$ cat config.mk
export PLATFORM = sky130hd
export DESIGN_NAME = keyed_crc_signature
export DESIGN_NICKNAME = d
export VERILOG_FILES = /design/src/rtl/kcs_pkg.sv /design/src/rtl/kcs_crc_unit.sv /design/src/rtl/keyed_crc_signature.sv
export VERILOG_INCLUDE_DIRS = /design/src /design/src/rtl
export SDC_FILE = /design/constraint.sdc
export NUM_CORES = 1
export LEC_CHECK = 0
export BUFFER_PORTS_ARGS = -buffer_cell sky130_fd_sc_hd__buf_2
export CORE_MARGIN = 4
export CORE_UTILIZATION = 50
export CTS_CLUSTER_DIAMETER = 50
export DETAILED_ROUTE_END_ITERATION = 8
export PLACE_DENSITY = 0.69
export SETUP_SLACK_MARGIN = 0.5
export SLEW_MARGIN = 20
export SYNTH_ARGS = -nofsm -noshare
export SYNTH_HDL_FRONTEND = slang
export SYNTH_SLANG_ARGS = --single-unit
$ cat constraint.sdc
create_clock -name clk_i -period 21.6 [get_ports clk_i]
set_input_delay 1.08 -clock clk_i [delete_from_list [all_inputs] [get_ports clk_i]]
set_output_delay 1.08 -clock clk_i [all_outputs]
set_load 0.02 [all_outputs]
$ cat src/rtl/keyed_crc_signature_defines.svh
// Assertion macros for the keyed CRC signature block.
// KCS_ASSERT checks at the clock edge outside of reset.
// KCS_ASSERT_RST checks at the clock edge, reset included.
`ifndef KEYED_CRC_SIGNATURE_DEFINES_SVH
`define KEYED_CRC_SIGNATURE_DEFINES_SVH

`ifndef SYNTHESIS
`define KCS_ASSERT(lbl, prop, msg) \
  lbl: assert property (@(posedge clk_i) disable iff (!rst_ni) prop) else $error(msg);
`define KCS_ASSERT_RST(lbl, prop, msg) \
  lbl: assert property (@(posedge clk_i) prop) else $error(msg);
`else
`define KCS_ASSERT(lbl, prop, msg)
`define KCS_ASSERT_RST(lbl, prop, msg)
`endif

`endif

$ cat src/rtl/kcs_pkg.sv
`default_nettype none

package kcs_pkg;

  localparam int unsigned NUM_BYTES = 16;
  localparam int unsigned IDX_W     = $clog2(NUM_BYTES);
  localparam int unsigned CRC_W     = 32;
  localparam int unsigned CFG_W     = 64;

  localparam logic [CRC_W-1:0] CRC_POLY = 32'hEDB88320;
  localparam logic [IDX_W-1:0] LAST_IDX = IDX_W'(NUM_BYTES - 1);

  typedef enum logic [1:0] {
    CFG_KEY_LOW    = 2'd0,
    CFG_KEY_HIGH   = 2'd1,
    CFG_PARAM_LOW  = 2'd2,
    CFG_PARAM_HIGH = 2'd3
  } kcs_cfg_e;

  typedef enum logic [2:0] {
    ST_IDLE,
    ST_PREP,
    ST_CRC,
    ST_FIN,
    ST_DONE
  } kcs_state_e;

  // control of the shared CRC unit
  typedef struct packed {
    logic load;  // state <= load value
    logic step;  // state <= CRC of state and one byte
  } kcs_crc_ctl_t;

endpackage

`default_nettype wire

$ cat src/rtl/kcs_crc_unit.sv
`default_nettype none

// Running CRC-32 state, reflected, one byte per step.
module kcs_crc_unit (
  input  wire logic                         clk_i,
  input  wire logic                         rst_ni,
  input  wire kcs_pkg::kcs_crc_ctl_t        ctl_i,
  input  wire logic [kcs_pkg::CRC_W-1:0]    load_val_i,
  input  wire logic [7:0]                   byte_i,
  output logic      [kcs_pkg::CRC_W-1:0]    crc_o
);

  logic [kcs_pkg::CRC_W-1:0] crc_q, crc_d;
  logic [kcs_pkg::CRC_W-1:0] stepped;

  always_comb begin
    logic [kcs_pkg::CRC_W-1:0] t;
    t = {24'd0, crc_q[7:0] ^ byte_i};
    for (int b = 0; b < 8; b++) begin
      if (t[0]) begin
        t = (t >> 1) ^ kcs_pkg::CRC_POLY;
      end else begin
        t = t >> 1;
      end
    end
    stepped = t ^ (crc_q >> 8);
  end

  always_comb begin
    crc_d = crc_q;
    if (ctl_i.load) begin
      crc_d = load_val_i;
    end else if (ctl_i.step) begin
      crc_d = stepped;
    end
  end

  always_ff @(posedge clk_i or negedge rst_ni) begin
    if (!rst_ni) begin
      crc_q <= '0;
    end else begin
      crc_q <= crc_d;
    end
  end

  assign crc_o = crc_q;

endmodule

`default_nettype wire

$ cat src/rtl/keyed_crc_signature.sv
// keyed_crc_signature: 16-byte challenge in, 16-byte keyed CRC-32 signature out.
// Input channel: challenge_low/high_i and unlock_byte_i move on in_valid_i with
//   in_stall_o low. in_stall_o is high whenever an item is being worked.
// Output channel: signature_low/high_o move on out_valid_o with out_stall_i low.
// Config: cfg_we_i writes cfg_wdata_i to key_low, key_high, param_low or
//   param_high (cfg_idx_i 0..3). The user must write only while the block is
//   idle; the block itself does not enforce it.
// Schedule: one byte-wide CRC unit is reused for all 256 byte steps. Each of the
//   16 rounds does a work byte update, 16 CRC byte steps and an unlock add; the
//   result then goes to the output register before the next item is taken.
// The result sits in its own output register, so a new item can start while
//   the previous signature waits. If the receiver still stalls the old result
//   when the new one is done, the block holds the new one until the slot frees.
// Reset: key and parameter registers clear to zero, no result is pending, the
//   block is idle and ready.
`default_nettype none
`include "keyed_crc_signature_defines.svh"

module keyed_crc_signature (
  input  wire logic        clk_i,
  input  wire logic        rst_ni,
  // configuration
  input  wire logic        cfg_we_i,
  input  wire logic [1:0]  cfg_idx_i,
  input  wire logic [63:0] cfg_wdata_i,
  // input channel
  input  wire logic        in_valid_i,
  output logic             in_stall_o,
  input  wire logic [63:0] challenge_low_i,
  input  wire logic [63:0] challenge_high_i,
  input  wire logic [7:0]  unlock_byte_i,
  // output channel
  output logic             out_valid_o,
  input  wire logic        out_stall_i,
  output logic [63:0]      signature_low_o,
  output logic [63:0]      signature_high_o
);

  localparam int unsigned NB = kcs_pkg::NUM_BYTES;
  localparam int unsigned IW = kcs_pkg::IDX_W;

  // config registers
  logic [63:0] key_low_q, key_high_q, param_low_q, param_high_q;

  always_ff @(posedge clk_i or negedge rst_ni) begin
    if (!rst_ni) begin
      key_low_q    <= '0;
      key_high_q   <= '0;
      param_low_q  <= '0;
      param_high_q <= '0;
    end else if (cfg_we_i) begin
      unique case (cfg_idx_i)
        kcs_pkg::CFG_KEY_LOW:    key_low_q    <= cfg_wdata_i;
        kcs_pkg::CFG_KEY_HIGH:   key_high_q   <= cfg_wdata_i;
        kcs_pkg::CFG_PARAM_LOW:  param_low_q  <= cfg_wdata_i;
        kcs_pkg::CFG_PARAM_HIGH: param_high_q <= cfg_wdata_i;
        default: ;
      endcase
    end
  end

  // byte views, byte 0 in the low bits
  logic [NB-1:0][7:0] key_b, param_b, chal_b;
  assign key_b   = {key_high_q, key_low_q};
  assign param_b = {param_high_q, param_low_q};
  assign chal_b  = {challenge_high_i, challenge_low_i};

  // sequencer state
  kcs_pkg::kcs_state_e state_q, state_d;
  logic [IW-1:0]       round_q, round_d;
  logic [IW-1:0]       idx_q, idx_d;
  logic [7:0]          unlock_q, unlock_d;
  logic [NB-1:0][7:0]  work_q, work_d;
  logic [NB-1:0][7:0]  sig_q, sig_d;
  logic                out_valid_q, out_valid_d;
  logic [63:0]         sig_low_q, sig_low_d, sig_high_q, sig_high_d;

  logic                  in_xfer, out_free;
  logic [IW-1:0]         rd_addr;
  logic [7:0]            work_rd;
  logic [31:0]           crc;
  logic [31:0]           crc_plus;
  logic [7:0]            sig_byte;
  kcs_pkg::kcs_crc_ctl_t crc_ctl;
  logic [31:0]           crc_load;

  assign in_stall_o = (state_q != kcs_pkg::ST_IDLE);
  assign in_xfer    = in_valid_i && !in_stall_o;
  assign out_free   = !out_valid_q || !out_stall_i;

  // one read port on the work bytes: the round byte while updating it,
  // otherwise the byte the CRC is consuming
  assign rd_addr  = (state_q == kcs_pkg::ST_PREP) ? round_q : idx_q;
  assign work_rd  = work_q[rd_addr];

  assign crc_plus = crc + {24'd0, unlock_q};
  assign sig_byte = crc_plus[7:0] + crc_plus[15:8];

  kcs_crc_unit u_crc (
    .clk_i      (clk_i),
    .rst_ni     (rst_ni),
    .ctl_i      (crc_ctl),
    .load_val_i (crc_load),
    .byte_i     (work_rd),
    .crc_o      (crc)
  );

  // next state
  always_comb begin
    state_d = state_q;
    unique case (state_q)
      kcs_pkg::ST_IDLE: if (in_xfer) state_d = kcs_pkg::ST_PREP;
      kcs_pkg::ST_PREP: state_d = kcs_pkg::ST_CRC;
      kcs_pkg::ST_CRC:  if (idx_q == kcs_pkg::LAST_IDX) state_d = kcs_pkg::ST_FIN;
      kcs_pkg::ST_FIN: begin
        state_d = (round_q == kcs_pkg::LAST_IDX) ? kcs_pkg::ST_DONE : kcs_pkg::ST_PREP;
      end
      kcs_pkg::ST_DONE: if (out_free) state_d = kcs_pkg::ST_IDLE;
      default:          state_d = kcs_pkg::ST_IDLE;
    endcase
  end

  // datapath and outputs
  always_comb begin
    round_d     = round_q;
    idx_d       = idx_q;
    unlock_d    = unlock_q;
    work_d      = work_q;
    sig_d       = sig_q;
    sig_low_d   = sig_low_q;
    sig_high_d  = sig_high_q;
    out_valid_d = out_valid_q && out_stall_i;
    crc_ctl     = '0;
    crc_load    = '0;
    unique case (state_q)
      kcs_pkg::ST_IDLE: begin
        if (in_xfer) begin
          for (int i = 0; i < NB; i++) begin
            work_d[i] = key_b[i] + chal_b[i] + param_b[i];
          end
          unlock_d     = unlock_byte_i;
          round_d      = '0;
          crc_ctl.load = 1'b1;  // running value restarts at zero
        end
      end
      kcs_pkg::ST_PREP: begin
        work_d[round_q] = work_rd + (key_b[round_q] ^ crc[7:0]);
        idx_d = '0;
      end
      kcs_pkg::ST_CRC: begin
        crc_ctl.step = 1'b1;
        idx_d        = idx_q + 1'b1;
      end
      kcs_pkg::ST_FIN: begin
        crc_ctl.load   = 1'b1;
        crc_load       = crc_plus;
        sig_d[round_q] = sig_byte;
        round_d        = round_q + 1'b1;
      end
      kcs_pkg::ST_DONE: begin
        if (out_free) begin
          sig_low_d   = sig_q[NB/2-1:0];
          sig_high_d  = sig_q[NB-1:NB/2];
          out_valid_d = 1'b1;
        end
      end
      default: ;
    endcase
  end

  always_ff @(posedge clk_i or negedge rst_ni) begin
    if (!rst_ni) begin
      state_q     <= kcs_pkg::ST_IDLE;
      round_q     <= '0;
      idx_q       <= '0;
      out_valid_q <= 1'b0;
    end else begin
      state_q     <= state_d;
      round_q     <= round_d;
      idx_q       <= idx_d;
      out_valid_q <= out_valid_d;
    end
  end

  always_ff @(posedge clk_i) begin
    unlock_q   <= unlock_d;
    work_q     <= work_d;
    sig_q      <= sig_d;
    sig_low_q  <= sig_low_d;
    sig_high_q <= sig_high_d;
  end

  assign out_valid_o      = out_valid_q;
  assign signature_low_o  = sig_low_q;
  assign signature_high_o = sig_high_q;

  `KCS_ASSERT(a_accept_starts, in_xfer |=> state_q == kcs_pkg::ST_PREP,
    "accepted item did not start")
  `KCS_ASSERT(a_crc_pass_ends,
    (state_q == kcs_pkg::ST_CRC) && (idx_q == kcs_pkg::LAST_IDX) |=> state_q == kcs_pkg::ST_FIN,
    "CRC pass overran")
  `KCS_ASSERT(a_last_round,
    (state_q == kcs_pkg::ST_FIN) && (round_q == kcs_pkg::LAST_IDX)
      |=> state_q == kcs_pkg::ST_DONE,
    "missed end of rounds")
  `KCS_ASSERT(a_done_delivers,
    (state_q == kcs_pkg::ST_DONE) && out_free |=> out_valid_o && (state_q == kcs_pkg::ST_IDLE),
    "result not delivered")
  `KCS_ASSERT_RST(a_reset_quiet, !rst_ni |=> !out_valid_o && !in_stall_o, "busy during reset")

endmodule

`default_nettype wire

# --- Word-level counts from Yosys, hierarchy flattened ---
# Index checks and enable logic that the tools add are counted.
totals:
  regBits: 692
  inputBits: 207
  out_inout_bits: 130
classes:
  magnitude_cmp: 3
  addsub: 37
  reduce_logical: 23
  n_mux: 35
  bitwise: 11
  n_eq_ne: 12
ops:
  columns: ["operator", "n"]
  rows:
  - ["$mux 32", 11]
  - ["$add 8x8->8", 34]
  - ["$bwmux 128", 2]
  - ["$pmux 128 s2", 1]
  - ["$mux 128", 1]
  - ["$not 13->14", 7]
  - ["$bmux 8 s4", 2]
  - ["$add 32x8->32", 1]
  - ["$demux 8 s4", 1]
  - ["$xor 32x24->32", 1]
  - ["$mux 8", 3]
  - ["$pmux 4 s2", 2]
  - ["$reduce_and 2->1", 8]
  - ["$xor 8x8->8", 2]
  - ["$pmux 3 s5", 1]
  - ["$not 1->14", 1]
  - ["$mux 3", 4]
  - ["$lt 4x5->1 const B", 2]
  - ["$add 4x1->4 const B", 2]
  - ["$eq 4x4->1 const B", 2]
  - ["$mux 4", 2]
  - ["$reduce_bool 2->1", 4]
  - ["$eq 3x2->1 const B", 2]
  - ["$ne 2x2->1 const B", 3]
  - ["14 further kinds", 22]

# --- Logic depth before layout (Yosys ltp) ---
logic_depth:
  depth_word: 24
  depth_mapped: 21
  mapped_depth_nobuf: 20

# --- Cells and area by module ---
# Synthesis repeated with hierarchy kept, for this count alone.
hier_totals:
  hier_cells: 2588
  area_unflattened_um2: 35572.9
modules_own_cells:
  columns: ["mod", "instances", "area_each_um2", "cells_each"]
  rows:
  - ["keyed_crc_signature", 1, 33244.4, 2370]
  - ["kcs_crc_unit", 1, 2328.5, 218]

# --- Worst setup path after synthesis ---
# Ideal clock, no wire load.
synth_timing:
  path_kind: "flip-flop to flip-flop"
  startpoint: "register state_q[0]"
  endpoint: "register sig_high_q[0] (netlist: signature_high_o[0]), enable pin"
  period_less_slack_ns: 7.779
  path_stages_with_launch: 6
  arrival_time_ns: 7.121
  slack_ns: 13.821
  required_time_ns: 20.942
  path_cell_list: "dfrtp_1 > buf_2 > buf_1 > nor2_1 > nand2_1 > a21oi_1"
synth_between:
  elab_chain_cells: 2
synth_rtl:
  columns: ["element", "line_no", "text"]
  rows:
  - ["start, declared", "keyed_crc_signature.sv:69", "kcs_pkg::kcs_state_e state_q, state_d;"]
  - ["start signal, assigned", "keyed_crc_signature.sv:173", "state_q <= kcs_pkg::ST_IDLE;"]
  - ["start signal, assigned", "keyed_crc_signature.sv:178", "state_q <= state_d;"]
  - ["$eq 3x3->1", "keyed_crc_signature.sv:135", "unique case (state_q)"]
  - ["$reduce_and 2->1 (no source line)", null, null]
  - ["end signal, assigned", "keyed_crc_signature.sv:190", "sig_high_q <= sig_high_d;"]
  - ["end, declared", "keyed_crc_signature.sv:76", "logic [63:0] sig_low_q, sig_low_d, sig_high_q, sig_high_d;"]
# No other way between the ends.
# A chain may end at the register's enable or synchronous reset.

==> results.md <==
- Port bufs: 336
- Critical path type: reg2reg
- Worst-Margin Slew: 1.15 ns
- FF-to-FF End: work_q[7]$_DFFE_PP_
- Initial antenna violation count: 8
- Fin. max-slew vios: 0
- Largest net degree at the start of global routing: 146
- CTS resizes: 0
- Layout area overhead: 15.6%
- FF-to-FF setup slack: 15.79 ns
- Placer Congestion: 0.918
- Die extent in x: 276 um
- Sink Count: 692
- Clk_lat worst skew: 0.64 ns
- Hold Fails Final Rpt: 0
- Fmax: 172 MHz
- Asr flop ratio synth: 43.4%
- Critical Path End Type: flip-flop
- Register-to-Register Path Depth: 19
- Setup Buffers After CTS: 0
- Via count: 22800
- Drt pass-1 iters: 5
- Worst setup path endpoint: work_q[7]$_DFFE_PP_
- Yosys cell types: 76
- Synth Warn #: 0
- CP startpoint kind: flip-flop
- Period utilization: 26.9%
- Root Buffer: clkbuf_16
- Post-Syn Nets: 3046
- Hold_buf cts: 0
- Starting Density: 50.4%
- Syn Area/Cell: 13.9 um2
- Min-Delay Path Class: reg2reg
- Global route overflow: 0
- Worst-path fanout max: 98
- Clock skew: 0.0328 ns
- Post-synthesis sequential area ratio: 53.6%
- Setup violators final: 0
- Count of standard-cell rows: 98
- Share of cells above drive strength 1: 28.7%
- Max-Slew Margin vs Limit: 23.3%
- FF+latch count, synth: 692
- First-pass GRT wire length: 152000 um
- Ys flop type: edfxtp_1
- Via/cell ratio: 5.77
- Core area: 71400 um2
- DRT antenna net count: 0
- H-tree depth: 3
- Worst setup path startpoint: state_q[0]$_DFFE_PN0P_
- Vias in the first global route: 23800
- Final WL: 99800 um
- # IOs: 337
- Tot GR Track Use: 26.0%
- Synth Instances: 2585
- Die Area: 76200 um2
- Unrepaired setup endpoints after global routing: false
- Clk slew on worst S/H paths: 0.06 ns
- Worst Path Required: 21.93 ns
- Period minus WS final: 5.81 ns
- Initial DRC Count: 2179
- Layout Nets: 3384
- Max-Cap Viols: 0
- Clk buf depth: 3
- Worst EP arrival: 6.14 ns
- Reg2reg start: state_q[0]$_DFFE_PN0P_
- Mapped cell area: 35900 um2
- Residual DRC: 0
- Setup tns final: 0 ns
- Outcome: finished, final reports clean
- Post-synth EDFFs: 392
- Post-DP HPWL: 73800 um
- Post-DR wirelength/cell: 25.3 um
- Die height: 276 um
- CTS tree: yes
- CTS buffer count: 85
[cells in the final DEF (no fill, tap or decap), types with 86 or more instances in the layout]
cell	instances
mux2_2	264
clkbuf_16	86
o22ai_1	128
a21oi_1	92
buf_2	335
xor2_1	91
ha_1	123
xnor2_1	112
fa_1	131
nand2_1	103
edfxtp_1	392
inv_1	145
dfrtp_1	298
[flip-flops by register name, summed over array words and instances, names as in the netlist]
signal            cells
sig_q               128
work_q              128
key_high_q           64
key_low_q            64
param_high_q         64
param_low_q          64
signature_high_o     64
signature_low_o      64
u_crc.crc_o          32
unlock_q              8
idx_q                 4
round_q               4
state_q               3
out_valid_o           1
[cells in the mapped netlist, types with 17 or more instances]
| master | instances | area share (%) |
|---|---|---|
| dfrtp_1 | 300 | 21 |
| buf_2 | 17 | 0.24 |
| nand3_1 | 28 | 0.39 |
| a21oi_1 | 93 | 1.3 |
| mux4_2 | 45 | 2.8 |
| xnor2_1 | 112 | 2.7 |
| xor2_1 | 91 | 2.2 |
| nor2b_1 | 30 | 0.52 |
| o22ai_1 | 128 | 2.2 |
| nand2_1 | 103 | 1.1 |
| mux2i_1 | 55 | 1.5 |
| nand2b_1 | 26 | 0.45 |
| mux2_2 | 264 | 8.3 |
| a31oi_1 | 17 | 0.30 |
| clkbuf_1 | 82 | 0.86 |
| inv_1 | 145 | 1.5 |
| a21o_1 | 71 | 1.5 |
| nor2_1 | 59 | 0.62 |
| ha_1 | 123 | 4.3 |
| edfxtp_1 | 392 | 33 |
| fa_1 | 131 | 7.3 |
| o21ai_0 | 80 | 1.1 |
[area by class of cell]
type	count	area (um2)
clock inverters	56	697
inverters	145	544
clock buffers	102	2220
repair buffers	371	1970
well taps	950	1190
multi-input cells	1628	15600
diodes	1	2.50
fillers	5699	29800
flip-flops and latches	692	19300
[per-layer routing]
metal / part of all wire (%) / vias to the layer above / track usage [%]
met5: 0.10 / - / 0
met4: 2.7 / 14 / 7.27
met3: 6.5 / 151 / 4.69
met2: 49 / 902 / 43.3
met1: 42 / 11500 / 35.4
li1: - / 10200 / -
[logic make-up after synthesis]
| kind of cell | share of synthesized area (%) |
|---|---|
| AO/OA/AOI/OAI | 8.26 |
| XOR/XNOR | 6.52 |
| adder cells (fa/ha/maj) | 11.6 |
| buffers and inverters | 2.93 |
| flip-flops | 53.6 |
| multiplexers | 12.7 |
| AND/OR/NAND/NOR | 4.36 |
[worst min path at each step]
stage / start / endpoint / slack (ns) / depth (start not counted)
floorplan: sig_q[64]$_DFFE_PP_ / signature_high_o[0]$_DFFE_PP_ / 0.40 / 0
global placement: sig_q[88]$_DFFE_PP_ / signature_high_o[24]$_DFFE_PP_ / 0.40 / 0
detailed placement: sig_q[111]$_DFFE_PP_ / signature_high_o[47]$_DFFE_PP_ / 0.40 / 0
CTS: sig_q[99]$_DFFE_PP_ / signature_high_o[35]$_DFFE_PP_ / 0.40 / 0
global route: sig_q[50]$_DFFE_PP_ / signature_low_o[50]$_DFFE_PP_ / 0.42 / 0
finish: sig_q[99]$_DFFE_PP_ / signature_high_o[35]$_DFFE_PP_ / 0.40 / 0
[metrics by stage]
step	cells	worst slack, ns	util, %	instance area (um2)	hold slack, ns
after global routing	3944	15.36	58.2	41600	0.419
after global placement	3786	16.03	54.1	38600	0.402
final	3945	15.79	58.2	41600	0.402
after floorplan	2585	13.82	-	35900	0.400
after CTS	3944	15.88	58.2	41500	0.398
after detailed placement	3786	15.93	54.1	38600	0.405
[critical path: stages, from the launching register on]
cell,delay [ns]
dfrtp_1,0.71
nor3b_2,0.26
buf_4,0.49
buf_4,0.84
o21ai_0,0.16
buf_4,0.22
nand2_1,0.15
o22ai_1,0.13
nor3_2,0.43
inv_1,0.09
ha_1,0.33
a21oi_1,0.24
o21bai_1,0.11
a21oi_1,0.26
o21bai_1,0.10
a21oi_1,0.18
xnor2_1,0.16
xnor2_1,0.15
buf_4,0.26
o22ai_1,0.13
Power is not shown: default switching activity piles up to over one toggle a cycle in this logic, so the estimate is an artifact.
